`config.mk`:
```
export PLATFORM = sky130hd
export DESIGN_NAME = casp_back
export DESIGN_NICKNAME = d
export VERILOG_FILES = /design/src/rtl/casp_pkg.sv /design/src/rtl/casp_mod.sv /design/src/rtl/casp_back.sv
export SDC_FILE = /design/constraint.sdc
export NUM_CORES = 2
export LEC_CHECK = 0
export BUFFER_PORTS_ARGS = -buffer_cell sky130_fd_sc_hd__buf_2
export CORE_ASPECT_RATIO = 1.75
export CORE_MARGIN = 1.5
export CORE_UTILIZATION = 40
export CTS_BUF_LIST = sky130_fd_sc_hd__clkbuf_4
export DETAILED_ROUTE_END_ITERATION = 8
export GPL_TIMING_DRIVEN = 1
export PLACE_DENSITY = 0.64
export SLEW_MARGIN = 20
export SYNTH_ARGS = -nofsm -noshare
export SYNTH_HDL_FRONTEND = slang
export SYNTH_HIERARCHICAL = 1
export SYNTH_SLANG_ARGS = --single-unit
```
`constraint.sdc`:
```
create_clock -name clk -period 8.7 [get_ports clk]
set_input_delay 1.74 -clock clk [delete_from_list [all_inputs] [get_ports clk]]
set_output_delay 1.74 -clock clk [all_outputs]
set_load 0.05 [all_outputs]
```
`src/rtl/casp_pkg.sv`:
```
// ----------------------------------------------------------------------------
// casp_pkg: shared types for the circular array segment permuter
// Command kinds and the decoded command that moves from front to back.
// ----------------------------------------------------------------------------
`default_nettype none

package casp_pkg;

	typedef enum logic [2:0] {
		KIND_CLEAR   = 3'd0,
		KIND_LOAD    = 3'd1,
		KIND_REVERSE = 3'd2,
		KIND_ROTATE  = 3'd3,
		KIND_SWAP    = 3'd4,
		KIND_DUMP    = 3'd5
	} kind_t;

	// Command as queued between the front and the back
	typedef struct packed {
		kind_t              kind;
		logic signed [31:0] value;
		logic signed [31:0] start_req;
		logic [30:0]        length;
		logic signed [31:0] amount;
	} cmd_t;

endpackage

`default_nettype wire

```
`src/rtl/casp_mod.sv`:
```
// ----------------------------------------------------------------------------
// casp_mod: serial modulo unit
// Reduces a signed 33-bit value modulo a small positive divisor, one
// dividend bit per cycle; the result is always in 0..divisor-1.
// ----------------------------------------------------------------------------
`default_nettype none

module casp_mod #(
	parameter int CW = 7
) (
	input  wire                clk,
	input  wire                arst_n,
	input  wire                start,
	input  wire signed [32:0]  dividend,
	input  wire [CW-1:0]       divisor,
	output logic               done,
	output logic [CW-1:0]      result
);
	localparam int NBITS = 33;

	logic [32:0]   mag_q;
	logic [CW-1:0] rem_q;
	logic [CW-1:0] div_q;
	logic          neg_q;
	logic          busy_q;
	logic [5:0]    cnt_q;
	logic [CW:0]   trial;
	logic [CW:0]   rem_next;

	// One restoring step
	assign trial    = {rem_q, mag_q[32]};
	assign rem_next = (trial >= {1'b0, div_q}) ? (trial - {1'b0, div_q}) : trial;

	always_ff @(posedge clk) begin
		if (start) begin
			mag_q <= dividend[32] ? (33'd0 - 33'(dividend)) : 33'(dividend);
			rem_q <= '0;
			div_q <= divisor;
			neg_q <= dividend[32];
		end else if (busy_q) begin
			mag_q <= {mag_q[31:0], 1'b0};
			rem_q <= rem_next[CW-1:0];
		end
		// Fold a negative dividend back into range
		if (busy_q && cnt_q == 6'(NBITS - 1)) begin
			if (neg_q && rem_next != '0) begin
				result <= CW'({1'b0, div_q} - rem_next);
			end else begin
				result <= rem_next[CW-1:0];
			end
		end
	end

	always_ff @(posedge clk or negedge arst_n) begin
		if (!arst_n) begin
			busy_q <= 1'b0;
			cnt_q  <= '0;
			done   <= 1'b0;
		end else begin
			done <= 1'b0;
			if (start) begin
				busy_q <= 1'b1;
				cnt_q  <= '0;
			end else if (busy_q) begin
				cnt_q <= cnt_q + 6'd1;
				if (cnt_q == 6'(NBITS - 1)) begin
					busy_q <= 1'b0;
					done   <= 1'b1;
				end
			end
		end
	end

endmodule

`default_nettype wire

```
`src/rtl/casp_back.sv`:
```
// ----------------------------------------------------------------------------
// casp_back: command execution
// Holds the array in a two-bank memory. Segment operations copy the live
// bank into the other one through the permutation, then swap banks.
// ----------------------------------------------------------------------------
`default_nettype none

module casp_back #(
	parameter int MAX_LEN = 64
) (
	input  wire               clk,
	input  wire               arst_n,
	input  wire               cmd_valid,
	output logic              cmd_ready,
	input  casp_pkg::cmd_t    cmd,
	output logic              out_valid,
	input  wire               out_ready,
	output logic [31:0]       out_element,
	output logic              out_last
);
	import casp_pkg::*;

	localparam int CW = $clog2(MAX_LEN + 2);
	localparam int IW = $clog2(MAX_LEN);
	localparam int AW = IW + 1;
	localparam logic [CW-1:0] MAXC   = CW'(MAX_LEN);
	localparam logic [CW-1:0] LCLAMP = CW'(MAX_LEN + 1);

	localparam logic [1:0] MS_BASE = 2'd0;
	localparam logic [1:0] MS_FULL = 2'd1;
	localparam logic [1:0] MS_REM  = 2'd2;
	localparam logic [1:0] MS_LAST = 2'd3;

	typedef enum logic [5:0] {
		S_IDLE  = 6'b000001,
		S_MOD   = 6'b000010,
		S_PERM  = 6'b000100,
		S_DRAIN = 6'b001000,
		S_DRD   = 6'b010000,
		S_DLD   = 6'b100000
	} state_t;

	state_t             state_q;
	kind_t              kind_q;
	logic signed [31:0] amount_q;
	logic [CW-1:0]      lc_q;
	logic [CW-1:0]      n_q;
	logic               bank_q;
	logic [IW-1:0]      base_q;
	logic [CW-1:0]      sfull_q;
	logic [CW-1:0]      slast_q;
	logic [1:0]         mstep_q;
	logic [CW-1:0]      r_q;
	logic [IW-1:0]      p_q;
	logic [CW-1:0]      fs_q;
	logic [CW-1:0]      c_q;
	logic [CW-1:0]      t_q;
	logic [IW-1:0]      p_s1;
	logic               v_s1;
	logic [IW-1:0]      k_q;
	logic [31:0]        rd_q;
	logic [31:0]        mem_q [2**AW];

	logic               mod_go_q;
	logic signed [32:0] mod_dividend_q;
	logic [CW-1:0]      mod_divisor_q;
	logic               mod_done;
	logic [CW-1:0]      mod_result;

	logic [CW-1:0]      lc_in;
	logic [CW-1:0]      m1;
	logic signed [32:0] neg_amount;
	logic               is_rot;
	logic               is_swap;
	logic [CW-1:0]      left;
	logic [CW:0]        fw;
	logic               whole;
	logic [CW-1:0]      fl;
	logic [CW-1:0]      adv;
	logic               boundary;
	logic [CW:0]        f;
	logic [CW:0]        q_sum;
	logic [IW-1:0]      q;
	logic [CW-1:0]      new_left;
	logic               next_short;
	logic               load_we;
	logic               we;
	logic [AW-1:0]      waddr;
	logic [31:0]        wdata;
	logic [AW-1:0]      raddr;

	casp_mod #(.CW(CW)) u_mod (
		.clk      (clk),
		.arst_n   (arst_n),
		.start    (mod_go_q),
		.dividend (mod_dividend_q),
		.divisor  (mod_divisor_q),
		.done     (mod_done),
		.result   (mod_result)
	);

	assign cmd_ready  = (state_q == S_IDLE);
	assign lc_in      = (cmd.length > 31'(MAX_LEN)) ? LCLAMP : CW'(cmd.length);
	assign m1         = (lc_q < n_q) ? lc_q : n_q;
	assign neg_amount = 33'sd0 - 33'(amount_q);
	assign is_rot     = (kind_q == KIND_ROTATE);
	assign is_swap    = (kind_q == KIND_SWAP);

	// Fragment geometry at the current position
	always_comb begin
		left     = n_q - fs_q;
		fw       = is_swap ? {lc_q, 1'b0} : {1'b0, lc_q};
		whole    = (fw <= {1'b0, left});
		fl       = (is_rot && !whole) ? left : fw[CW-1:0];
		adv      = fl;
		boundary = is_rot ? (c_q + CW'(1) == fl) : (whole && (c_q + CW'(1) == fw[CW-1:0]));
		new_left = left - adv;
		next_short = ({1'b0, lc_q} > {1'b0, new_left});
		case (kind_q)
			KIND_ROTATE: f = {1'b0, fs_q} + {1'b0, t_q};
			KIND_REVERSE: begin
				if (whole) begin
					f = {1'b0, fs_q} + {1'b0, lc_q} - (CW+1)'(1) - {1'b0, c_q};
				end else begin
					f = {1'b0, r_q};
				end
			end
			KIND_SWAP: begin
				if (!whole) begin
					f = {1'b0, r_q};
				end else if (c_q < lc_q) begin
					f = {1'b0, fs_q} + {1'b0, c_q} + {1'b0, lc_q};
				end else begin
					f = {1'b0, fs_q} + {1'b0, c_q} - {1'b0, lc_q};
				end
			end
			default: f = {1'b0, r_q};
		endcase
		q_sum = (CW+1)'(base_q) + f;
		if (q_sum >= {1'b0, n_q}) begin
			q = IW'(q_sum - {1'b0, n_q});
		end else begin
			q = IW'(q_sum);
		end
	end

	// Memory port selection
	assign load_we = (state_q == S_IDLE) && cmd_valid && (cmd.kind == KIND_LOAD) && (n_q < MAXC);
	assign we      = v_s1 || load_we;
	assign waddr   = v_s1 ? {~bank_q, p_s1} : {bank_q, n_q[IW-1:0]};
	assign wdata   = v_s1 ? rd_q : 32'(cmd.value);
	assign raddr   = (state_q == S_PERM) ? {bank_q, q} : {bank_q, k_q};

	always_ff @(posedge clk) begin
		if (we) begin
			mem_q[waddr] <= wdata;
		end
		rd_q <= mem_q[raddr];
	end

	// Payload registers
	always_ff @(posedge clk) begin
		p_s1 <= p_q;
		if (state_q == S_IDLE && cmd_valid) begin
			kind_q         <= cmd.kind;
			amount_q       <= cmd.amount;
			lc_q           <= lc_in;
			mod_dividend_q <= 33'(cmd.start_req);
			mod_divisor_q  <= n_q;
		end
		if (state_q == S_MOD && mod_done) begin
			unique case (mstep_q)
				MS_BASE: begin
					base_q         <= mod_result[IW-1:0];
					mod_dividend_q <= neg_amount;
					mod_divisor_q  <= m1;
				end
				MS_FULL: begin
					sfull_q        <= mod_result;
					mod_dividend_q <= 33'(n_q);
					mod_divisor_q  <= lc_q;
				end
				MS_REM: begin
					mod_dividend_q <= neg_amount;
					mod_divisor_q  <= mod_result;
				end
				MS_LAST: slast_q <= mod_result;
				default: slast_q <= slast_q;
			endcase
		end
		if (state_q == S_DLD) begin
			out_element <= rd_q;
			out_last    <= (k_q == IW'(n_q - CW'(1)));
		end
	end

	// Control
	always_ff @(posedge clk or negedge arst_n) begin
		if (!arst_n) begin
			state_q   <= S_IDLE;
			n_q       <= '0;
			bank_q    <= 1'b0;
			mstep_q   <= MS_BASE;
			mod_go_q  <= 1'b0;
			v_s1      <= 1'b0;
			r_q       <= '0;
			p_q       <= '0;
			fs_q      <= '0;
			c_q       <= '0;
			t_q       <= '0;
			k_q       <= '0;
			out_valid <= 1'b0;
		end else begin
			mod_go_q <= 1'b0;
			v_s1     <= 1'b0;
			if (out_valid && out_ready) begin
				out_valid <= 1'b0;
			end
			unique case (state_q)
				S_IDLE: begin
					if (cmd_valid) begin
						unique case (cmd.kind)
							KIND_CLEAR: n_q <= '0;
							KIND_LOAD: begin
								if (n_q < MAXC) begin
									n_q <= n_q + CW'(1);
								end
							end
							KIND_DUMP: begin
								if (n_q != '0) begin
									k_q     <= '0;
									state_q <= S_DRD;
								end
							end
							default: begin
								if (n_q != '0) begin
									mstep_q  <= MS_BASE;
									mod_go_q <= 1'b1;
									state_q  <= S_MOD;
								end
							end
						endcase
					end
				end
				S_MOD: begin
					if (mod_done) begin
						// Chain the next reduction or start the copy pass
						if (mstep_q == MS_BASE && is_rot) begin
							mstep_q  <= MS_FULL;
							mod_go_q <= 1'b1;
						end else if (mstep_q == MS_FULL && lc_q < n_q) begin
							mstep_q  <= MS_REM;
							mod_go_q <= 1'b1;
						end else if (mstep_q == MS_REM && mod_result != '0) begin
							mstep_q  <= MS_LAST;
							mod_go_q <= 1'b1;
						end else begin
							state_q <= S_PERM;
							r_q     <= '0;
							fs_q    <= '0;
							c_q     <= '0;
							p_q     <= (mstep_q == MS_BASE) ? mod_result[IW-1:0] : base_q;
							t_q     <= (mstep_q == MS_FULL) ? mod_result : sfull_q;
						end
					end
				end
				S_PERM: begin
					// Read the source of position p, write it in the following cycle
					v_s1 <= 1'b1;
					r_q  <= r_q + CW'(1);
					p_q  <= (CW'(p_q) + CW'(1) == n_q) ? '0 : p_q + IW'(1);
					if (boundary) begin
						fs_q <= fs_q + adv;
						c_q  <= '0;
						t_q  <= next_short ? slast_q : sfull_q;
					end else begin
						c_q <= c_q + CW'(1);
						t_q <= (t_q + CW'(1) == fl) ? '0 : t_q + CW'(1);
					end
					if (r_q + CW'(1) == n_q) begin
						state_q <= S_DRAIN;
					end
				end
				S_DRAIN: begin
					bank_q  <= ~bank_q;
					state_q <= S_IDLE;
				end
				S_DRD: begin
					if (!out_valid) begin
						state_q <= S_DLD;
					end
				end
				S_DLD: begin
					out_valid <= 1'b1;
					if (k_q == IW'(n_q - CW'(1))) begin
						state_q <= S_IDLE;
					end else begin
						k_q     <= k_q + IW'(1);
						state_q <= S_DRD;
					end
				end
				default: state_q <= S_IDLE;
			endcase
		end
	end

endmodule

`default_nettype wire

```
* Word level (Yosys, flattened, before mapping)
Memory sizes are Yosys's and may differ from the RTL's. A register that Yosys moved wholly into a read port is not among the register bits.
Index checks and enable logic that the tools add are counted.
** Operators by class
- Bitwise logic cells :: 1
- Add/sub/neg operators :: 25
- Reductions and logical operators :: 35
- Mux-type cells :: 96
- $lt $le $gt $ge :: 8
- Eq/ne operators :: 36
** Operators with widths (count)
- 2-to-1 mux 33 bit :: 5
- 2-to-1 mux 7 bit :: 21
- 2-to-1 mux 6 bit :: 23
- case mux 7 bit (2 select lines) :: 5
- case mux 33 bit (2 select lines) :: 1
- 2-to-1 mux 8 bit :: 5
- case mux 6 bit (2 select lines) :: 3
- == test 7 bit :: 5
- subtractor 1 x 32 -> 33 bit (first input constant) :: 1
- subtractor 1 x 33 -> 33 bit (first input constant) :: 1
- 2-to-1 mux 32 bit :: 1
- greater-than comparator 31 x 7 -> 1 bit (second input constant) :: 1
- case mux 6 bit (5 select lines) :: 1
- adder 7 x 1 -> 7 bit (second input constant) :: 4
- adder 7 x 7 -> 8 bit :: 3
- case mux 8 bit (3 select lines) :: 1
- subtractor 8 x 7 -> 8 bit :: 3
- case mux 7 bit (3 select lines) :: 1
- subtractor 7 bit :: 3
- 2-to-1 mux 1 bit :: 19
- adder 6 x 1 -> 6 bit (second input constant) :: 3
- inequality test 2 bit (second input constant) :: 9
- greater-or-equal comparator 8 x 7 -> 1 bit :: 2
- < comparator 7 bit :: 2
- other kinds (44) :: 78
** Storage, ports and cells
- Memory bits (writable) :: 4096
- Output and inout port bits :: 35
- Logic and storage cells :: 234
- Memories kept :: 1
- Register bits :: 263
** Memory list
- mem_q :: words 128, bits a word 32, read ports 1, clocked after memory_dff 1, write ports 1, line casp_back.sv:62 : logic [31:0] mem_q [2**AW];

* Depth between registers and ports, before layout
- Word-level depth :: 11
- Gate-level depth with buffers :: 51

* Hierarchy
Netlist, hierarchy kept.
** Modules (own cells, without submodules)
- casp_back :: seq. area each 128889.9 um2, area each 173263.7 um2, cells an instance 12191, times used 1
- casp_mod :: seq. area each 1781.7 um2, area each 4032.6 um2, cells an instance 414, times used 1

* Worst setup path before layout
No wires, ideal clock.
- Path kind :: reg-to-reg
- Start point :: reg n_q[0]
- End point :: reg rd_q[10], read port of mem_q
- Data required time :: 8.560 ns
- Buffers on the path :: 3
- Path slack :: 0.247 ns
- Setup time :: 0.140 ns
- Arrival :: 8.313 ns
- Period minus slack after synthesis :: 8.453 ns
- Cell stages (with the launch flop) :: 45
- Cells stage by stage :: dfrtp_1 -> clkbuf_1 -> inv_1 -> ha_1 -> fa_1 -> nor2b_1 -> o21ai_0 -> nand2b_1 -> a21oi_1 -> nor2_1 -> nor2_1 -> xnor2_1 -> ha_1 -> nor2_1 -> o21a_1 -> and2_1 -> o221a_4 -> o22ai_1 -> [... 9 more ...] -> nand2b_1 -> xor2_1 -> ha_1 -> and3_1 -> a31oi_1 -> a21boi_0 -> o21a_1 -> or2_2 -> o311ai_0 -> o21ai_0 -> o21ai_2 -> clkbuf_1 -> mux4_2 -> a22oi_1 -> o211ai_1 -> or4_1 -> a31oi_1 -> nand4_1
** On the way
- Word-level cells in the longest chain between the ends :: 8
** Ends and longest elaborated chain
- start, declared :: line casp_back.sv:47 : logic [CW-1:0] n_q;
- start signal, assigned :: line casp_back.sv:226 : n_q <= n_q + CW'(1);
- subtractor 7 bit :: line casp_back.sv:111 : left = n_q - fs_q;
- <= comparator 8 x 7 -> 1 bit :: line casp_back.sv:113 : whole = (fw <= {1'b0, left});
- 2-to-1 mux 8 bit, on equally long branches :: line casp_back.sv:129, casp_back.sv:122
- case mux 8 bit (3 select lines) :: line casp_back.sv:119 : case (kind_q)
- adder 6 x 8 -> 8 bit :: line casp_back.sv:139 : q_sum = (CW+1)'(base_q) + f;
- greater-or-equal comparator 8 x 7 -> 1 bit or subtractor 6 bit (tied branches) :: line casp_back.sv:140, casp_back.sv:141
- 2-to-1 mux 6 bit * :: line casp_back.sv:140 : if (q_sum >= {1'b0, n_q}) begin
- 2-to-1 mux 6 bit * :: line casp_back.sv:152 : assign raddr = (state_q == S_PERM) ? {bank_q, q} : {bank_q, k_q};
- end, declared :: line casp_back.sv:61 : logic [31:0] rd_q;
Mark *: on every way between the ends. The rest lies on a longest branch, timed or not.
A chain may end at the register's enable or synchronous reset.

* Worst setup path after layout
- Start point :: reg n_q[2]
- End point :: reg rd_q[6], read port of mem_q
Same word-level chain as after synthesis.

==> results.tsv <==
stage	metric	value	unit
yosys	Seq/Total Area, Yosys	73.7	%
route	1st-pass router iterations	7	
power_and_ir_drop	Seq pwr share	30.2	%
yosys	syn nets	12900	
timing	Final WS setup	110	ps
floorplan	Die X	506	um
cells_and_area	layout cells sized above 1	23.9	%
cts	CTS buffer count	906	
cts	worst skew pair latency	1600	ps
cts	clock buffer depth	4	
floorplan	Die Y	884	um
yosys	Synth cell types	92	
cells_and_area	Layout area overhead	19.2	%
placed_design	gpl congestion	0.940	
power_and_ir_drop	cell leakage power	0.0732	uW
cells_and_area	layout filler cell count	37900	
cts	TritonCTS clock tree	yes	
worst_setup_path	Worst Path Arrival	10040	ps
worst_setup_path	slowest stage delay, CP	630	ps
route	vias	121000	
yosys	mean post-synth cell area	14.1	um2
floorplan	Std-Cell Rows	323	
status	outcome	complete, no violations	
cts	Reg clk slew, reported paths	80	ps
power_and_ir_drop	share of power burned in combinational logic	51.4	%
global_routing	pin count of the biggest net entering global routing	129	
timing	Tcrit/Tclk final	98.7	%
route	DRT antenna net count	0	
floorplan	Starting Density	40.1	%
timing	clk_skew	167	ps
worst_setup_path	critical path class	reg -> reg	
timing	final setup fails	0	
cells_and_area	most common cell after layout, fill and taps aside	edfxtp_1	
floorplan	Core Area	442000	um2
global_routing	GR Overflow Total	0	
power_and_ir_drop	Peak VDD IR	369	uV
worst_setup_path	Worst Path Required	10150	ps
floorplan	Die ar.	447000	um2
cells_and_area	Reg area	131000	um2
power_and_ir_drop	part of the power in the clock network	18.5	%
timing	Period minus WS final	8590	ps
route	post-DR wirelength/cell	28.6	um
placed_design	HPWL after DPL	372	mm
global_routing	global-route wire length before repair	836	mm
route	final WL	598	mm
cells_and_area	fin cells	20900	
worst_setup_path	CP Capture Type	register	
cells_and_area	most frequent cells in the layout	edfxtp_1, nand2_1, clkbuf_4, buf_4, nand3_1	
cts	hold_buf cts	0	
worst_setup_path	CP max FO	12	
timing	final hold violations	0	
yosys	synthesized area	177000	um2
route	Iteration-0 DRC Markers	13300	
global_routing	Total GRT Usage	25.9	%
worst_setup_path	Slowest cell on crit path	or4_4	
timing	Max Clk Rate	0.116	GHz
global_routing	initial antenna violation count	41	
cts	CTS root buf	clkbuf_4	
global_routing	vias in the first global route	121000	
power_and_ir_drop	PD cells	391	nW/um2
timing	RSZ-0062 raised after global routing	yes	
power_and_ir_drop	switch share	41.7	%
yosys	Yosys reg bits	4391	
placed_design	Cells after DPL	19100	
worst_setup_path	crit path launch type	register	
flow_run	Max-Cap Viols	0	
yosys	Post-synth EDFFs	4239	
cts	clk sinks	4391	
yosys	Syn Inst Count	12600	
cells_and_area	Multi-input gate area	46100	um2
timing	Slew Viols, Final	0	
power_and_ir_drop	Int Pwr	48200	uW
floorplan	# IOs	169	
placed_design	IO Port Bufs	168	
route	# DRC	0	
route	Via density	5.81	
yosys	ys flop type	edfxtp_1	
power_and_ir_drop	switching pwr	34400	uW
timing	worst slew pin tran	1190	ps
cts	H-tree Lvls	6	
yosys	fraction of registers with async set/reset	1.53	%
cells_and_area	Post-layout nets	14600	
yosys	Synth warnings	6	
timing	TNS Setup	0	ps
cells_and_area	Finished Core Util	47.8	%
placed_design	pre-CTS WS	-1100	ps
timing	Rel. slew slack	20.4	%
worst_hold_path	HP Class	in -> async	
## power groups by stage
stage	clock network, uW	registers (uW)	logic, uW
5_1_grt	16400	24900	44300
6_report	15300	24900	42400
4_1_cts	15500	24900	39800
3_5_place_dp	0	25400	37600
2_1_floorplan	0	24900	19000
3_3_place_gp	0	25300	37300
## Yosys cell counts (all sizes together) (17+ instances only)
master | n | share of area (%)
a211oi | 264 | 1.1
a21o | 28 | 0.12
a21oi | 580 | 1.6
a22oi | 101 | 0.43
a311oi | 168 | 0.83
a31oi | 305 | 1.1
and2 | 23 | 0.081
and3 | 251 | 0.89
buf | 256 | 0.72
clkbuf | 558 | 1.2
dfrtp | 66 | 0.93
dfxtp | 85 | 0.96
edfxtp | 4239 | 72
fa | 17 | 0.19
ha | 107 | 0.76
inv | 109 | 0.23
mux2 | 44 | 0.28
mux2i | 341 | 1.9
mux4 | 100 | 1.3
nand2 | 2497 | 5.3
nand2b | 30 | 0.11
nand3 | 685 | 1.9
nand4 | 84 | 0.30
nor2 | 357 | 0.76
nor2b | 23 | 0.081
nor3 | 67 | 0.19
nor4 | 77 | 0.28
o2111ai | 36 | 0.18
o211ai | 142 | 0.60
o21ai | 285 | 0.81
o221ai | 63 | 0.31
o22ai | 188 | 0.66
o31ai | 23 | 0.097
or3 | 26 | 0.096
or4 | 42 | 0.19
xnor2 | 87 | 0.43
xor2 | 85 | 0.42
## layer usage
layer / wire, um / up-vias / global-route usage, % / part of all wire (%)
met5: 138 / - / 0 / 0.023
met4: 54200 / 22 / 20.2 / 9.1
met3: 49800 / 1762 / 4.32 / 8.3
met2: 302000 / 6763 / 45.6 / 50
met1: 192000 / 60700 / 27.4 / 32
li1: - / 52200 / - / -
## critical path, delay by kind of cell, from the launching register on
kind | cells | cell delay (ps)
AOI/OAI and AO/OA | 17 | 3300
and+or+nand+nor | 9 | 1860
buffers and inverters | 9 | 1470
adders and majority gates | 4 | 1290
DFF | 1 | 400
xor gates and xnor gates | 1 | 110
## kinds of logic after synthesis
kind of cell	Yosys count	synth area share [%]
compound gates	2297	8.46
buf+inv	927	2.16
flops	4391	73.7
mux	485	3.47
simple gates	4208	10.4
xor+xnor	172	0.850
fa+ha+maj	125	0.953
## metrics by stage
step / power, uW / hold WS (ps) / area (um2)
after floorplan: 43900 / 345 / 177000
after global placement: 62700 / 413 / 196000
after detailed placement: 63000 / 415 / 196000
after CTS: 80200 / 18.2 / 209000
after global routing: 85600 / 113 / 211000
final: 82600 / 150 / 211000
## timing repair
item                       CTS  global route
setup endpoints to repair   32            32
cloned                      11            14
resized for setup          208           238
pin swaps                   51            95
hold endpoints to repair     0             0
buffers inserted            43            67
## final timing paths
kind,startpoint,endpoint,slack [ps],depth (start not counted)
worst min-delay path,arst_n,c_q[0]$_DFFE_PN0P_,150,1
worst min register to register,mod_divisor_q[6]$_DFF_P_,u_mod/div_q[6]$_DFFE_PP_,430,0
worst max register to register,n_q[2]$_DFFE_PN0P_,rd_q[6]$_DFF_P_,110,40
max in group asynchronous,arst_n,v_s1$_DFF_PN0_,7280,2
min in group clk,cmd[9],amount_q[9]$_DFFE_PP_,290,1
worst max-delay path,n_q[2]$_DFFE_PN0P_,rd_q[6]$_DFF_P_,110,40
## sequential cells by signal, indices dropped and copies added, names as in the netlist, 7 cells and up
register	cells
lc_q	7
n_q	7
u_mod/result	7
r_q	7
rd_q	32
out_element	32
t_q	7
slast_q	7
c_q	7
fs_q	7
mod_divisor_q	7
amount_q	32
u_mod/div_q	7
mem_q	4096
u_mod/rem_q	7
sfull_q	7
mod_dividend_q	33
u_mod/mag_q	33
## area by class of cell
class,count,area share (%)
antenna,25,0.0296
clock buffer,1300,4.62
clock inverter,327,0.837
inverter,113,0.202
multi-input combinational,7287,21.8
sequential,4391,61.8
tap,5850,3.46
timing repair buffer,1611,7.19
No activity file was read; power rests on OpenSTA's default activity.
