===== src/rtl/casp_pkg.sv =====
// ----------------------------------------------------------------------------
// casp_pkg: shared types for the circular array segment permuter
// Command kinds and the decoded command that moves from front to back.
// ----------------------------------------------------------------------------
`default_nettype none

package casp_pkg;

	typedef enum logic [2:0] {
		KIND_CLEAR   = 3'd0,
		KIND_LOAD    = 3'd1,
		KIND_REVERSE = 3'd2,
		KIND_ROTATE  = 3'd3,
		KIND_SWAP    = 3'd4,
		KIND_DUMP    = 3'd5
	} kind_t;

	// Command as queued between the front and the back
	typedef struct packed {
		kind_t              kind;
		logic signed [31:0] value;
		logic signed [31:0] start_req;
		logic [30:0]        length;
		logic signed [31:0] amount;
	} cmd_t;

endpackage

`default_nettype wire


===== src/rtl/casp_front.sv =====
// ----------------------------------------------------------------------------
// casp_front: command intake
// Accepts input transfers, drops commands that cannot change anything and
// holds the rest in a two-entry queue for the back end.
// ----------------------------------------------------------------------------
`default_nettype none

module casp_front (
	input  wire               clk,
	input  wire               arst_n,
	input  wire               in_valid,
	output logic              in_ready,
	input  casp_pkg::cmd_t    in_cmd,
	output logic              cmd_valid,
	input  wire               cmd_ready,
	output casp_pkg::cmd_t    cmd
);
	import casp_pkg::*;

	cmd_t       ent_q [2];
	logic       wr_ptr_q;
	logic       rd_ptr_q;
	logic [1:0] cnt_q;
	logic       keep;
	logic       push;
	logic       pop;

	// Classify: unused kinds and zero-length segment operations are dropped
	always_comb begin
		unique case (in_cmd.kind)
			KIND_CLEAR, KIND_LOAD, KIND_DUMP: keep = 1'b1;
			KIND_REVERSE, KIND_ROTATE, KIND_SWAP: keep = (in_cmd.length != 31'd0);
			default: keep = 1'b0;
		endcase
	end

	assign in_ready  = (cnt_q != 2'd2);
	assign push      = in_valid && in_ready && keep;
	assign cmd_valid = (cnt_q != 2'd0);
	assign pop       = cmd_valid && cmd_ready;
	assign cmd       = ent_q[rd_ptr_q];

	// Queue storage
	always_ff @(posedge clk) begin
		if (push) begin
			ent_q[wr_ptr_q] <= in_cmd;
		end
	end

	// Queue pointers and fill
	always_ff @(posedge clk or negedge arst_n) begin
		if (!arst_n) begin
			wr_ptr_q <= 1'b0;
			rd_ptr_q <= 1'b0;
			cnt_q    <= 2'd0;
		end else begin
			if (push) begin
				wr_ptr_q <= ~wr_ptr_q;
			end
			if (pop) begin
				rd_ptr_q <= ~rd_ptr_q;
			end
			case ({push, pop})
				2'b10:   cnt_q <= cnt_q + 2'd1;
				2'b01:   cnt_q <= cnt_q - 2'd1;
				default: cnt_q <= cnt_q;
			endcase
		end
	end

endmodule

`default_nettype wire


===== config.mk =====
export PLATFORM = sky130hd
export DESIGN_NAME = casp_front
export DESIGN_NICKNAME = d
export VERILOG_FILES = /design/src/rtl/casp_pkg.sv /design/src/rtl/casp_front.sv
export SDC_FILE = /design/constraint.sdc
export NUM_CORES = 1
export LEC_CHECK = 0
export ABC_AREA = 1
export BUFFER_PORTS_ARGS = -buffer_cell sky130_fd_sc_hd__buf_4
export CORE_MARGIN = 3
export CORE_UTILIZATION = 50
export CTS_BUF_LIST = sky130_fd_sc_hd__clkbuf_4 sky130_fd_sc_hd__clkbuf_8
export CTS_CLUSTER_DIAMETER = 200
export DETAILED_ROUTE_END_ITERATION = 10
export HOLD_SLACK_MARGIN = 0.02
export PLACE_DENSITY_LB_ADDON = 0.1
export SLEW_MARGIN = 10
export SYNTH_ARGS = -nofsm -noshare
export SYNTH_HDL_FRONTEND = slang
export SYNTH_SLANG_ARGS = --single-unit

===== constraint.sdc =====
create_clock -name clk -period 15.6 [get_ports clk]
set_input_delay 2.34 -clock clk [delete_from_list [all_inputs] [get_ports clk]]
set_output_delay 2.34 -clock clk [all_outputs]
set_load 0.05 [all_outputs]

# After elaboration in Yosys (flattened, before gate mapping)
# Memory sizes are Yosys's and may differ from the RTL's.
# Cells that the tools add are included.
[classes]
bitwise = 2
mux = 4
n_eq_ne = 8
n_reduce_logical = 9
add_sub_neg = 2
[ops]
columns = ["op", "n"]
rows = [
  ["$reduce_bool A31 Y1", 1],
  ["$eq A3 B2 Y1 const B", 2],
  ["$eq A3 B3 Y1 const B", 2],
  ["$reduce_or A3 Y1", 2],
  ["$pmux W2 S2", 1],
  ["$reduce_bool A2 Y1", 2],
  ["$eq A3 B1 Y1 const B", 1],
  ["$logic_and A1 B1 Y1", 3],
  ["$logic_not A3 Y1", 1],
  ["$add A2 B1 Y2 const B", 1],
  ["$eq A2 B1 Y1 const B", 1],
  ["$eq A2 B2 Y1 const B", 1],
  ["$mux W1", 2],
  ["$ne A2 B2 Y1 const B", 1],
  ["$not A1 Y1", 2],
  ["$pmux W1 S2", 1],
  ["$sub A2 B1 Y2 const B", 1],
]
[word_totals]
mem_bits_rw = 260
output_inout_bits = 132
elab_cells = 29
ff_bits = 4
n_memories = 1
input_bits = 134
[mem_list]
columns = ["memory", "depth", "word_bits", "read_ports", "rd_clocked_by_memory_dff", "wr", "line_no", "source"]
rows = [
  ["ent_q", 2, 130, 1, 0, 1, "casp_front.sv:20", "cmd_t ent_q [2];"],
]

# Depth between registers and ports, before layout
# Gate-level depths: netlist of the first run.
[depth]
word_depth = 6
ltp_mapped = 9
mapped_depth_nobuf = 9

# Worst setup path after synthesis of the first run
# OpenSTA, ideal clock, no wires.
[synth_timing]
kind = "input -> register"
startpoint = "input port in_cmd[59] in the netlist's numbering"
endpoint = "memory ent_q[1][0] in the netlist's numbering, enable pin"
arrival_time_ns = 8.123
stages = 5
n_path_buf = 0
setup_ns = 0.620
t_required_ns = 14.980
slack_ns = 6.856
path_cell_list = "nor2_1 > and2_1 > nand3_1 > o21bai_4 > nor2_1"
[synth_between]
elab_chain_cells = 5
[synth_lines]
columns = ["element", "line_no", "source"]
rows = [
  ["start: declaration", "casp_front.sv:13", "input casp_pkg::cmd_t in_cmd,"],
  ["$reduce_bool A31 Y1", "casp_front.sv:32", "KIND_REVERSE, KIND_ROTATE, KIND_SWAP: keep = (in_cmd.length != 31'd0);"],
  ["$pmux W1 S2", "casp_front.sv:30", "unique case (in_cmd.kind)"],
  ["$logic_and A1 B1 Y1", "casp_front.sv:38", "assign push = in_valid && in_ready && keep;"],
  ["$mux W1", "casp_front.sv:45", "if (push) begin"],
  ["$mux W1 (implied by the code)", "casp_front.sv:46", "ent_q[wr_ptr_q] <= in_cmd;"],
  ["end: declaration", "casp_front.sv:20", ""],
]
# Every way passes these cells.

==> metrics.md, run 1 <==
| Metric | Value |
|---|---|
| Status | `complete, no violations` |
| CTS Hold Bufs | `0` |
| Root Buffer | `clkbuf_8` |
| Port bufs | `265` |
| Syn_nets | `875` |
| Final net count | `1,162` |
| GRT Max-Usage Layer | `met2` |
| Hold path depth | `2` |
| First-pass GRT wire length | `31.66 mm` |
| DP HPWL | `13.10 mm` |
| Synth Warn # | `0` |
| Final TNS setup | `0 ns` |
| Worst setup EP type | `output port` |
| Avg Cell Area, Syn | `13.25 um2` |
| Flops & latches, synth | `264` |
| Main synth FF type | `edfxtp_1` |
| Filler cells | `1,404` |
| RSZ-0062 raised after global routing | `false` |
| Post-Synth Adder-Cell Area | `0.1276%` |
| Max-cap viol count | `0` |
| EDFF count, synth | `260` |
| Hold WC Path Type | `reg2reg` |
| Max-slew headroom | `24.55%` |
| Mux contribution to synthesized area | `0%` |
| Area growth syn-to-layout | `30.99%` |
| Crit. path cell count | `5` |
| Met2 usage | `30.26%` |
| CP delay by family, top | `buffers and inverters` |
| Post-Syn Instances | `740` |
| Setup CP Type | `reg2out` |
| Routed WL | `20.70 mm` |
| Post-CTS sizing | `0` |
| Max VDD drop | `0.1376 mV` |
| Period utilization | `34.05%` |
| CTS clk-pin slew, worst paths | `0.06 ns` |
| Post-Layout Inst Area | `0.01284 mm2` |
| Switching share of total power | `44.77%` |
| Setup Fix Bufs, Post-CTS | `0` |
| Core Footprint | `0.01896 mm2` |
| Area of the die | `0.02132 mm2` |
| Internal power | `0.001564 W` |
| Placed cell area | `0.01202 mm2` |
| Min Tclk post-route | `5.311 ns` |
| Share of layout cells above drive strength 1 | `32.67%` |
| Async SR Flop Fraction | `1.515%` |
| Simple-gate share of the synthesized area | `16.58%` |
| Distinct cells, synth | `24` |
| Initial Utilization | `51.72%` |
| Final setup violation count | `0` |
| Die width | `146.0 um` |
| Sequential cell area fraction in the yosys report | `80.66%` |
| Sequential power share | `34.1%` |
| Post-Route Skew | `0.01555 ns` |
| CTS max path bufs | `3` |
| Clock sink count | `264` |
| PD cells | `220.5 mW/mm2` |
| Clock Latency Late Sink | `0.52 ns` |
| Detailed-route via count | `6,197` |
| CP Data Arrival Time | `2.97 ns` |
| Crit path largest cell delay | `0.80 ns` |
| Compound-Gate Fraction of Synth Area | `0.4212%` |
| Initial antenna violation count | `1` |
| H-Tree Depth | `2` |
| Fin. max-slew vios | `0` |
| Measured slew at the worst slew-check pin | `1.132 ns` |
| DRT iter0 DRCs | `342` |
| GRT met1 Usage | `23.27%` |
| Power share of the combinational group | `46.3%` |
| Tot GR Track Use | `18.78%` |
| Xor/xnor cell area share of the yosys netlist | `0.2680%` |
| Reg2Reg Depth | `7` |
| Largest family of logic cells by synthesized area | `simple AND/OR/NAND/NOR gates` |
| Psw | `0.001268 W` |
| Fmax achieved | `188.3 MHz` |
| I/O pin count | `266` |
| Die Y-Extent | `146.0 um` |
| Mapped cell area | `0.009803 mm2` |
| Num CTS Buffers | `44` |
| Cell Rows | `50` |
| Power share of the clock group | `19.6%` |
| Gp weighted congestion | `0.7604` |
| Setup crit start kind | `register` |
| Number of global-route vias before repair | `6,053` |
| Crit path required time | `13.26 ns` |
| GR Overflow Total | `0` |
| Most common cell after layout, fill and taps aside | `nand2_1` |
| CTS tree | `yes` |
| Met3 Usage GRT | `7.511%` |
| Post-DR wirelength/cell | `15.68 um` |
| Via density | `4.695` |
| Worst Path Buf+Inv | `3` |
| Routed Antenna Nets | `0` |
| Drt drc | `0` |
| Leak | `5.470 nW` |
| Slowest cell on crit path | `buf_4` |
| Leading cell types in the layout, fill and taps excluded | `nand2_1, buf_4, edfxtp_1` |
| Pre-antenna DRT Iters | `4` |
| Final Hold Vio Count | `0` |
| Worst reg-to-reg setup slack | `12.24 ns` |
| Largest net degree at the start of global routing | `102` |
| Crit path cell chain | `inv_4 > buf_4 > nand2_1 > nand2_1 > buf_4` |
| Crit Path Max Fanout | `93` |
routing by layer:
layer / wire (um) / share of wire, %
met1: 7985 / 39
met2: 10010 / 48
met3: 2184 / 11
met4: 524 / 2.5
met5: 0 / 0
stage by stage:
step / setup WS, ns / hold slack, ns / utilization [%] / power (W) / std cells
after floorplan: 6.856 / 0.4419 / - / 0.001906 / 740
after global placement: 10.12 / 0.4744 / 63.43 / 0.002296 / 1241
after detailed placement: 10.12 / 0.4649 / 63.43 / 0.002305 / 1241
after CTS: 10.25 / 0.4796 / 67.73 / 0.002864 / 1319
after global routing: 10.03 / 0.5612 / 67.74 / 0.002973 / 1320
final: 10.29 / 0.4778 / 67.74 / 0.002832 / 1320
worst reg2reg max path, cell delays in order (launching register included):
cell	delay, ns
dfrtp_1	0.40
inv_2	0.06
nand2_2	0.06
o211ai_1	0.10
o21bai_4	0.21
nor2_4	0.78
buf_4	0.55
buf_4	0.78
power by group through the flow:
stage | registers [W] | logic, W | clock network (W)
after floorplan | 0.000982 | 0.000924 | 0
after global placement | 0.000978 | 0.00132 | 0
after detailed placement | 0.000982 | 0.00132 | 0
after CTS | 0.000968 | 0.00133 | 0.000571
after global routing | 0.000978 | 0.00139 | 0.000608
final | 0.000967 | 0.00131 | 0.000555
flip-flops by register name (all words and copies together), names as in the netlist:
signal and cells:
ent_q 260, cnt_q 2, rd_ptr_q 1, wr_ptr_q 1
cell families (layout without fill, tap and decap cells):
kind of cell | count (synthesis) | after routing
simple gates | 427 | 427
flops | 264 | 264
buf+inv | 40 | 359
compound gates | 5 | 5
xor+xnor | 3 | 3
fa+ha+maj | 1 | 1
other cells | 0 | 1
Yosys cell counts, drive strengths merged (2+ instances only):
library cell  number  area share [%]
nor2              19            0.80
edfxtp           260              80
xor2               2            0.18
nand3              3            0.20
nand2            403              15
clkbuf             4            0.15
o21ai              2            0.10
buf               25             1.4
dfrtp              4             1.0
inv               11            0.42
path summary, 6_finish.rpt:
kind / from / endpoint
hold / removal: wr_ptr_q / wr_ptr_q
setup reg to reg: cnt_q[0] / ent_q[1][127]
min in group asynchronous: arst_n / wr_ptr_q
max in group asynchronous: arst_n / rd_ptr_q
hold reg to reg: wr_ptr_q / wr_ptr_q
setup / recovery: rd_ptr_q / cmd[102]
layout make-up:
cell class	instances	area, um2	share of cell area [%]
antenna	1	2.502	0.01949
clock buffer	64	762.0	5.934
clock inverter	14	53.80	0.4190
inverter	11	46.29	0.3605
multi-input combinational	436	1713	13.34
sequential	264	7911	61.61
tap	260	325.3	2.533
timing repair buffer	270	2027	15.78
Note: power is estimated with default switching activity, not from simulation.
==> run 2: changes to the inputs <==
--- a/config.mk
+++ b/config.mk
@@ -8,7 +8,7 @@
 export ABC_AREA = 1
 export BUFFER_PORTS_ARGS = -buffer_cell sky130_fd_sc_hd__buf_4
 export CORE_MARGIN = 3
-export CORE_UTILIZATION = 50
+export CORE_UTILIZATION = 49
 export CTS_BUF_LIST = sky130_fd_sc_hd__clkbuf_4 sky130_fd_sc_hd__clkbuf_8
 export CTS_CLUSTER_DIAMETER = 200
 export DETAILED_ROUTE_END_ITERATION = 10
==> constraint.sdc (replaced) <==
create_clock -name clk -period 4.3 [get_ports clk]
set_input_delay 0.645 -clock clk [delete_from_list [all_inputs] [get_ports clk]]
set_output_delay 0.645 -clock clk [all_outputs]
set_load 0.05 [all_outputs]
==> run 2 against run 1 <==
  * Final area rose by 0.50%
  * Critical path depth fell by 1
  * Die area rose by 2.0%
  * Sequential cell count did not move
  * Count of clock-buffer cells in the layout fell by 3
  * Hold slack got worse by 0.17 ns
  * Sequential share of layout area fell by 0.30 points
  * Critical path type unchanged
  * Largest cell class unchanged
  * Largest power group unchanged
==> metrics.md, run 2 (synthesized netlist as in run 1, its figures left out) <==
| Metric | Value |
|---|---|
| Status | `complete, no violations` |
| Setup CP Type | `reg2out` |
| DRT iter0 DRCs | `374 (+9.4%)` |
| Via density | `4.701 (+0.13%)` |
| Max-cap viol count | `0 (unchanged)` |
| CTS tree | `yes` |
| Psw | `0.004579 W (+260%)` |
| Clock sink count | `264 (unchanged)` |
| Max-slew headroom | `43.13% (+19 points)` |
| Period utilization | `76.82%` |
| DP HPWL | `13.47 mm (+2.8%)` |
| Worst setup EP type | `output port` |
| Crit path required time | `3.65 ns (-9.61 ns)` |
| Min Tclk post-route | `3.303 ns` |
| Routed Antenna Nets | `0 (unchanged)` |
| Largest net degree at the start of global routing | `75 (-26%)` |
| Tot GR Track Use | `18.83% (+0.059 points)` |
| I/O pin count | `266 (unchanged)` |
| Switching share of total power | `44.48% (-0.29 points)` |
| Placed cell area | `0.01209 mm2 (+0.53%)` |
| Area of the die | `0.02174 mm2 (+2.0%)` |
| Worst reg-to-reg setup slack | `2.04 ns (-10.20 ns)` |
| Num CTS Buffers | `42 (-4.5%)` |
| Ant. Diodes | `0 (-1)` |
| Port bufs | `265 (unchanged)` |
| Max reg flops | `260 (unchanged)` |
| CTS clk-pin slew, worst paths | `0.06 ns (about the same)` |
| Initial Utilization | `50.04% (-1.7 points)` |
| Reg2Reg Depth | `6 (-1)` |
| Post-DR wirelength/cell | `15.78 um (+0.62%)` |
| CTS max path bufs | `3 (unchanged)` |
| RSZ-0062 raised after global routing | `false` |
| Initial antenna violation count | `0 (-1)` |
| Share of layout cells above drive strength 1 | `32.70% (about the same)` |
| Hold slack | `0.3031 ns (-0.1747 ns)` |
| GR Overflow Total | `0 (unchanged)` |
| Die Y-Extent | `147.4 um (+0.98%)` |
| Pre-antenna DRT Iters | `5 (+1)` |
| Internal power | `0.005717 W (+270%)` |
| Hold path depth | `1 (-1)` |
| Area growth syn-to-layout | `31.64%` |
| Post-Route Skew | `0.01176 ns (-0.003788 ns)` |
| Post-CTS sizing | `0 (unchanged)` |
| Max VDD drop | `0.4565 mV (+230%)` |
| Gp weighted congestion | `0.7510 (-1.2%)` |
| Worst Hold End | `ent_q[1][2]` |
| Crit Path Max Fanout | `74 (-20%)` |
| Measured slew at the worst slew-check pin | `0.8510 ns (-0.2807 ns)` |
| Hold WC Path Type | `in2reg` |
| Die width | `147.4 um (+0.98%)` |
| Clock Latency Late Sink | `0.52 ns (about the same)` |
| H-Tree Depth | `2 (unchanged)` |
| Power share of the combinational group | `45.9% (-0.4 points)` |
| Biggest register | `ent_q` |
| Post-Layout Inst Area | `0.01290 mm2 (+0.50%)` |
| Routed WL | `20.83 mm (+0.62%)` |
| Hold Startpoint | `in_cmd[2]` |
| Final setup violation count | `0 (unchanged)` |
| Final net count | `1,162 (unchanged)` |
| Detailed-route via count | `6,205 (+0.13%)` |
| Leading cell types in the layout, fill and taps excluded | `nand2_1, buf_4, edfxtp_1` |
| Final Hold Vio Count | `0 (unchanged)` |
| Power share of the clock group | `19.7% (about the same)` |
| PD cells | `797.8 mW/mm2 (+260%)` |
| First-pass GRT wire length | `32.16 mm (+1.6%)` |
| Fmax achieved | `302.7 MHz` |
| Total power | `0.01030 W (+260%)` |
| Leak | `5.487 nW (+0.32%)` |
| Most common cell after layout, fill and taps aside | `nand2_1` |
| Final TNS setup | `0 ns (unchanged)` |
| CP Data Arrival Time | `2.66 ns (-0.31 ns)` |
| R2r endpoint | `ent_q[1][107]` |
| Core Footprint | `0.01959 mm2 (+3.3%)` |
| Fin. max-slew vios | `0 (unchanged)` |
| Drt drc | `0 (unchanged)` |
| FF-to-FF Start | `cnt_q[0]` |
| Largest registers | `ent_q: 260 flops, cnt_q: 2 flops` |
| Setup crit start kind | `register` |
| Number of global-route vias before repair | `6,141 (+1.5%)` |
| Root Buffer | `clkbuf_8` |
| Sequential power share | `34.4% (+0.3 points)` |
| Cell Rows | `51 (+2.0%)` |
## run 2: cell count changes in the layout (fill, tap and decap cells not counted)
cell / change
buf_12: +4
buf_4: -3
bufinv_16: +1
clkbuf_4: -3
clkinv_1: -4
diode_2: -1
dlygate4sd3_1: +1
## run 2: area by class of cell
cell class	count	area [um2]
fill	1451	6685
clock inverter	11	68.82
clock buffer	61	739.5
sequential	264	7911
multi-input combinational	436	1713
timing repair buffer	272	2095
tap	265	331.6
inverter	11	46.29
## run 2: through the flow
stage | util [%] | worst slack (ns) | std cells
after global routing | 65.87 | 0.7549 | 1320
after CTS | 65.87 | 0.9005 | 1320
after floorplan | - | 0.1785 | 740
after detailed placement | 61.70 | 1.482 | 1247
final | 65.87 | 0.9967 | 1320
after global placement | 61.70 | 1.469 | 1247
## run 2: how the worst max path moves through the flow
stage | from | endpoint | slack, ns
after detailed placement | rd_ptr_q | cmd[94] | 1.48
after global placement | rd_ptr_q | cmd[56] | 1.47
after floorplan | in_cmd[59] | ent_q[0][0] | 0.18
after global routing | rd_ptr_q | cmd[92] | 0.75
after CTS | rd_ptr_q | cmd[94] | 0.90
final | rd_ptr_q | cmd[51] | 1.0
## run 2: repair_timing
item | 4_1_cts | 5_1_grt
endpoints found under the hold margin | 4 | 0
setup endpoints to repair | 0 | 0
setup buffers | 0 | 0
hold buffers | 1 | 0
## run 2: power groups by stage
stage	registers [W]	logic (W)	clock network [W]
after floorplan	0.00353	0.00336	0
after CTS	0.00355	0.00479	0.00209
after global placement	0.00359	0.00476	0
final	0.00354	0.00473	0.00203
after global routing	0.00359	0.00503	0.00220
after detailed placement	0.00360	0.00478	0
## run 2: metal layers
layer / global-route usage (%) / vias to the layer above / share of wire, %
met5: 0 / - / 0
met4: 8.108 / 0 / 3.8
met3: 6.959 / 52 / 8.8
met2: 29.84 / 226 / 48
met1: 23.59 / 2866 / 40
li1: - / 3061 / -
## run 2: worst max-delay path, stage by stage (launching register included)
cell and delay, ns:
dfrtp_4 0.84, buf_4 0.73, nand2_1 0.16, nand2_1 0.12, buf_4 0.20
==> run 3: changes to the inputs <==
==> constraint.sdc (replaced) <==
create_clock -name clk -period 2.9 [get_ports clk]
set_input_delay 0.435 -clock clk [delete_from_list [all_inputs] [get_ports clk]]
set_output_delay 0.435 -clock clk [all_outputs]
set_load 0.05 [all_outputs]
==> run 3 against run 2 <==
  * Sequential share of layout area is 0.62 points lower
  * Total power is 50% higher
  * Via count is 0.24% lower
  * Non-clock buffer count is 5 higher
  * Worst setup slack worse by 0.58 ns
  * Register-to-register slack worse by 1.1 ns
  * Clock power is 50% higher
  * Sequential cell count stayed put
  * Largest power group unchanged
==> metrics.md, run 3 (synthesized netlist as in run 1, its figures left out) <==
| Metric | Value |
|---|---|
| Status | `complete, no violations` |
| Max-slew headroom | `58.09% (+15 points)` |
| Post-DR wirelength/cell | `15.80 um (about the same)` |
| Fin. max-slew vios | `0 (unchanged)` |
| Ant. Diodes | `0 (unchanged)` |
| Gp weighted congestion | `0.7369 (-1.9%)` |
| Final setup violation count | `0 (unchanged)` |
| Total power | `0.01545 W (+50%)` |
| Tot GR Track Use | `18.96% (+0.12 points)` |
| Setup Fix Bufs, Post-CTS | `0 (unchanged)` |
| Clock Latency Late Sink | `0.53 ns (about the same)` |
| Hold WC Path Type | `in2reg` |
| Initial antenna violation count | `0 (unchanged)` |
| Routed Antenna Nets | `0 (unchanged)` |
| Period utilization | `85.67%` |
| Most common cell after layout, fill and taps aside | `nand2_1` |
| Initial Utilization | `50.04% (unchanged)` |
| PD cells | `1185 mW/mm2 (+48%)` |
| Pre-antenna DRT Iters | `4 (-1)` |
| CTS clk-pin slew, worst paths | `0.06 ns (about the same)` |
| Worst setup EP type | `output port` |
| Drt drc | `0 (unchanged)` |
| Root Buffer | `clkbuf_8` |
| Leading cell types in the layout, fill and taps excluded | `nand2_1, buf_4, edfxtp_1` |
| Fmax achieved | `402.5 MHz` |
| Final net count | `1,167 (+0.43%)` |
| Post-CTS sizing | `0 (unchanged)` |
| Crit path required time | `2.47 ns (-1.18 ns)` |
| Setup CP Type | `reg2out` |
| Setup WS pre-CTS | `0.5089 ns (-0.9734 ns)` |
| Area growth syn-to-layout | `32.99%` |
| I/O pin count | `266 (unchanged)` |
| Routed WL | `20.95 mm (+0.54%)` |
| Post-Layout Inst Area | `0.01304 mm2 (+1.0%)` |
| Max reg flops | `260 (unchanged)` |
| First-pass GRT wire length | `31.99 mm (-0.53%)` |
| GR Overflow Total | `0 (unchanged)` |
| Die width | `147.4 um (unchanged)` |
| Largest registers | `ent_q: 260 flops, cnt_q: 2 flops` |
| CTS tree | `yes` |
| Final Hold Vio Count | `0 (unchanged)` |
| DRT iter0 DRCs | `303 (-19%)` |
| Post-layout util | `66.55% (+0.68 points)` |
| RSZ-0062 raised after global routing | `false` |
| Placed cell area | `0.01222 mm2 (+1.1%)` |
| DP HPWL | `13.39 mm (-0.55%)` |
| CP Data Arrival Time | `2.05 ns (-0.61 ns)` |
| Die Y-Extent | `147.4 um (unchanged)` |
| Largest net degree at the start of global routing | `131 (+75%)` |
| Setup crit start kind | `register` |
| Worst reg-to-reg setup slack | `0.95 ns (-1.09 ns)` |
| Setup slack after layout | `0.4156 ns (-0.5811 ns)` |
| Measured slew at the worst slew-check pin | `0.6286 ns (-0.2223 ns)` |
| Leak | `5.525 nW (+0.70%)` |
| Biggest register | `ent_q` |
| Clock sink count | `264 (unchanged)` |
| H-Tree Depth | `2 (unchanged)` |
| Num CTS Buffers | `42 (unchanged)` |
| Share of layout cells above drive strength 1 | `33.93% (+1.2 points)` |
| Final TNS setup | `0 ns (unchanged)` |
| Post-Route Skew | `0.01531 ns (+0.003553 ns)` |
| Via density | `4.668 (-0.69%)` |
| Port bufs | `265 (unchanged)` |
| Number of global-route vias before repair | `6,166 (+0.41%)` |
| Detailed-route via count | `6,190 (-0.24%)` |
| Cell Rows | `51 (unchanged)` |
| CTS max path bufs | `3 (unchanged)` |
| Max VDD drop | `0.8233 mV (+80%)` |
| Area of the die | `0.02174 mm2 (unchanged)` |
| Max-cap viol count | `0 (unchanged)` |
| Crit Path Max Fanout | `41 (-45%)` |
| Min Tclk post-route | `2.484 ns` |
| Core Footprint | `0.01959 mm2 (unchanged)` |
-- run 3: area by class of cell --
type / count / area (um2)
Sequential cell: 264 / 7911
Fill cell: 1479 / 6553
Timing Repair Buffer: 277 / 2170
Multi-Input combinational cell: 436 / 1767
Clock buffer: 63 / 742.0
Tap cell: 265 / 331.6
Clock inverter: 10 / 68.82
Inverter: 11 / 47.55
-- run 3: worst paths after layout --
check,from,cells past startpoint,endpoint
max,rd_ptr_q,5,cmd[84]
min,in_cmd[102],1,ent_q[0][102]
max reg2reg,cnt_q[0],7,ent_q[0][43]
min reg2reg,wr_ptr_q,2,wr_ptr_q
max in group asynchronous,arst_n,2,rd_ptr_q
min in group asynchronous,arst_n,2,wr_ptr_q
-- run 3: per-stage QoR --
step           std cells  hold slack [ns]
2_1_floorplan        740           0.1394
3_3_place_gp        1252           0.2374
3_5_place_dp        1252           0.2398
4_1_cts             1326          0.04924
5_1_grt             1326          0.04822
6_report            1326          0.08473
-- run 3: critical path, cell delays in order (launching register included) --
cell     delay [ns]
dfrtp_4        0.50
inv_4          0.34
buf_12         0.27
nand2_1        0.08
nand2_1        0.11
buf_4          0.21
-- run 3: power breakdown --
part / switching (W) / total, W / internal, W
sequential: 0.000156 / 0.00513 / 0.00498
clock: 0.00132 / 0.00304 / 0.00171
combinational: 0.00540 / 0.00728 / 0.00188
total: 0.00688 / 0.0154 / 0.00857
-- run 3: layer usage --
| layer | up-vias | part of all wire (%) | track usage (%) |
|---|---|---|---|
| met5 | - | 0 | 0 |
| met4 | 0 | 2.7 | 6.897 |
| met3 | 44 | 9.2 | 6.530 |
| met2 | 256 | 48 | 30.71 |
| met1 | 2816 | 40 | 24.02 |
| li1 | 3074 | - | - |
-- run 3: repair_timing --
item | in CTS | in global routing
hold buffers | 1 | 0
setup endpoints to repair | 0 | 0
endpoints found under the hold margin | 4 | 0
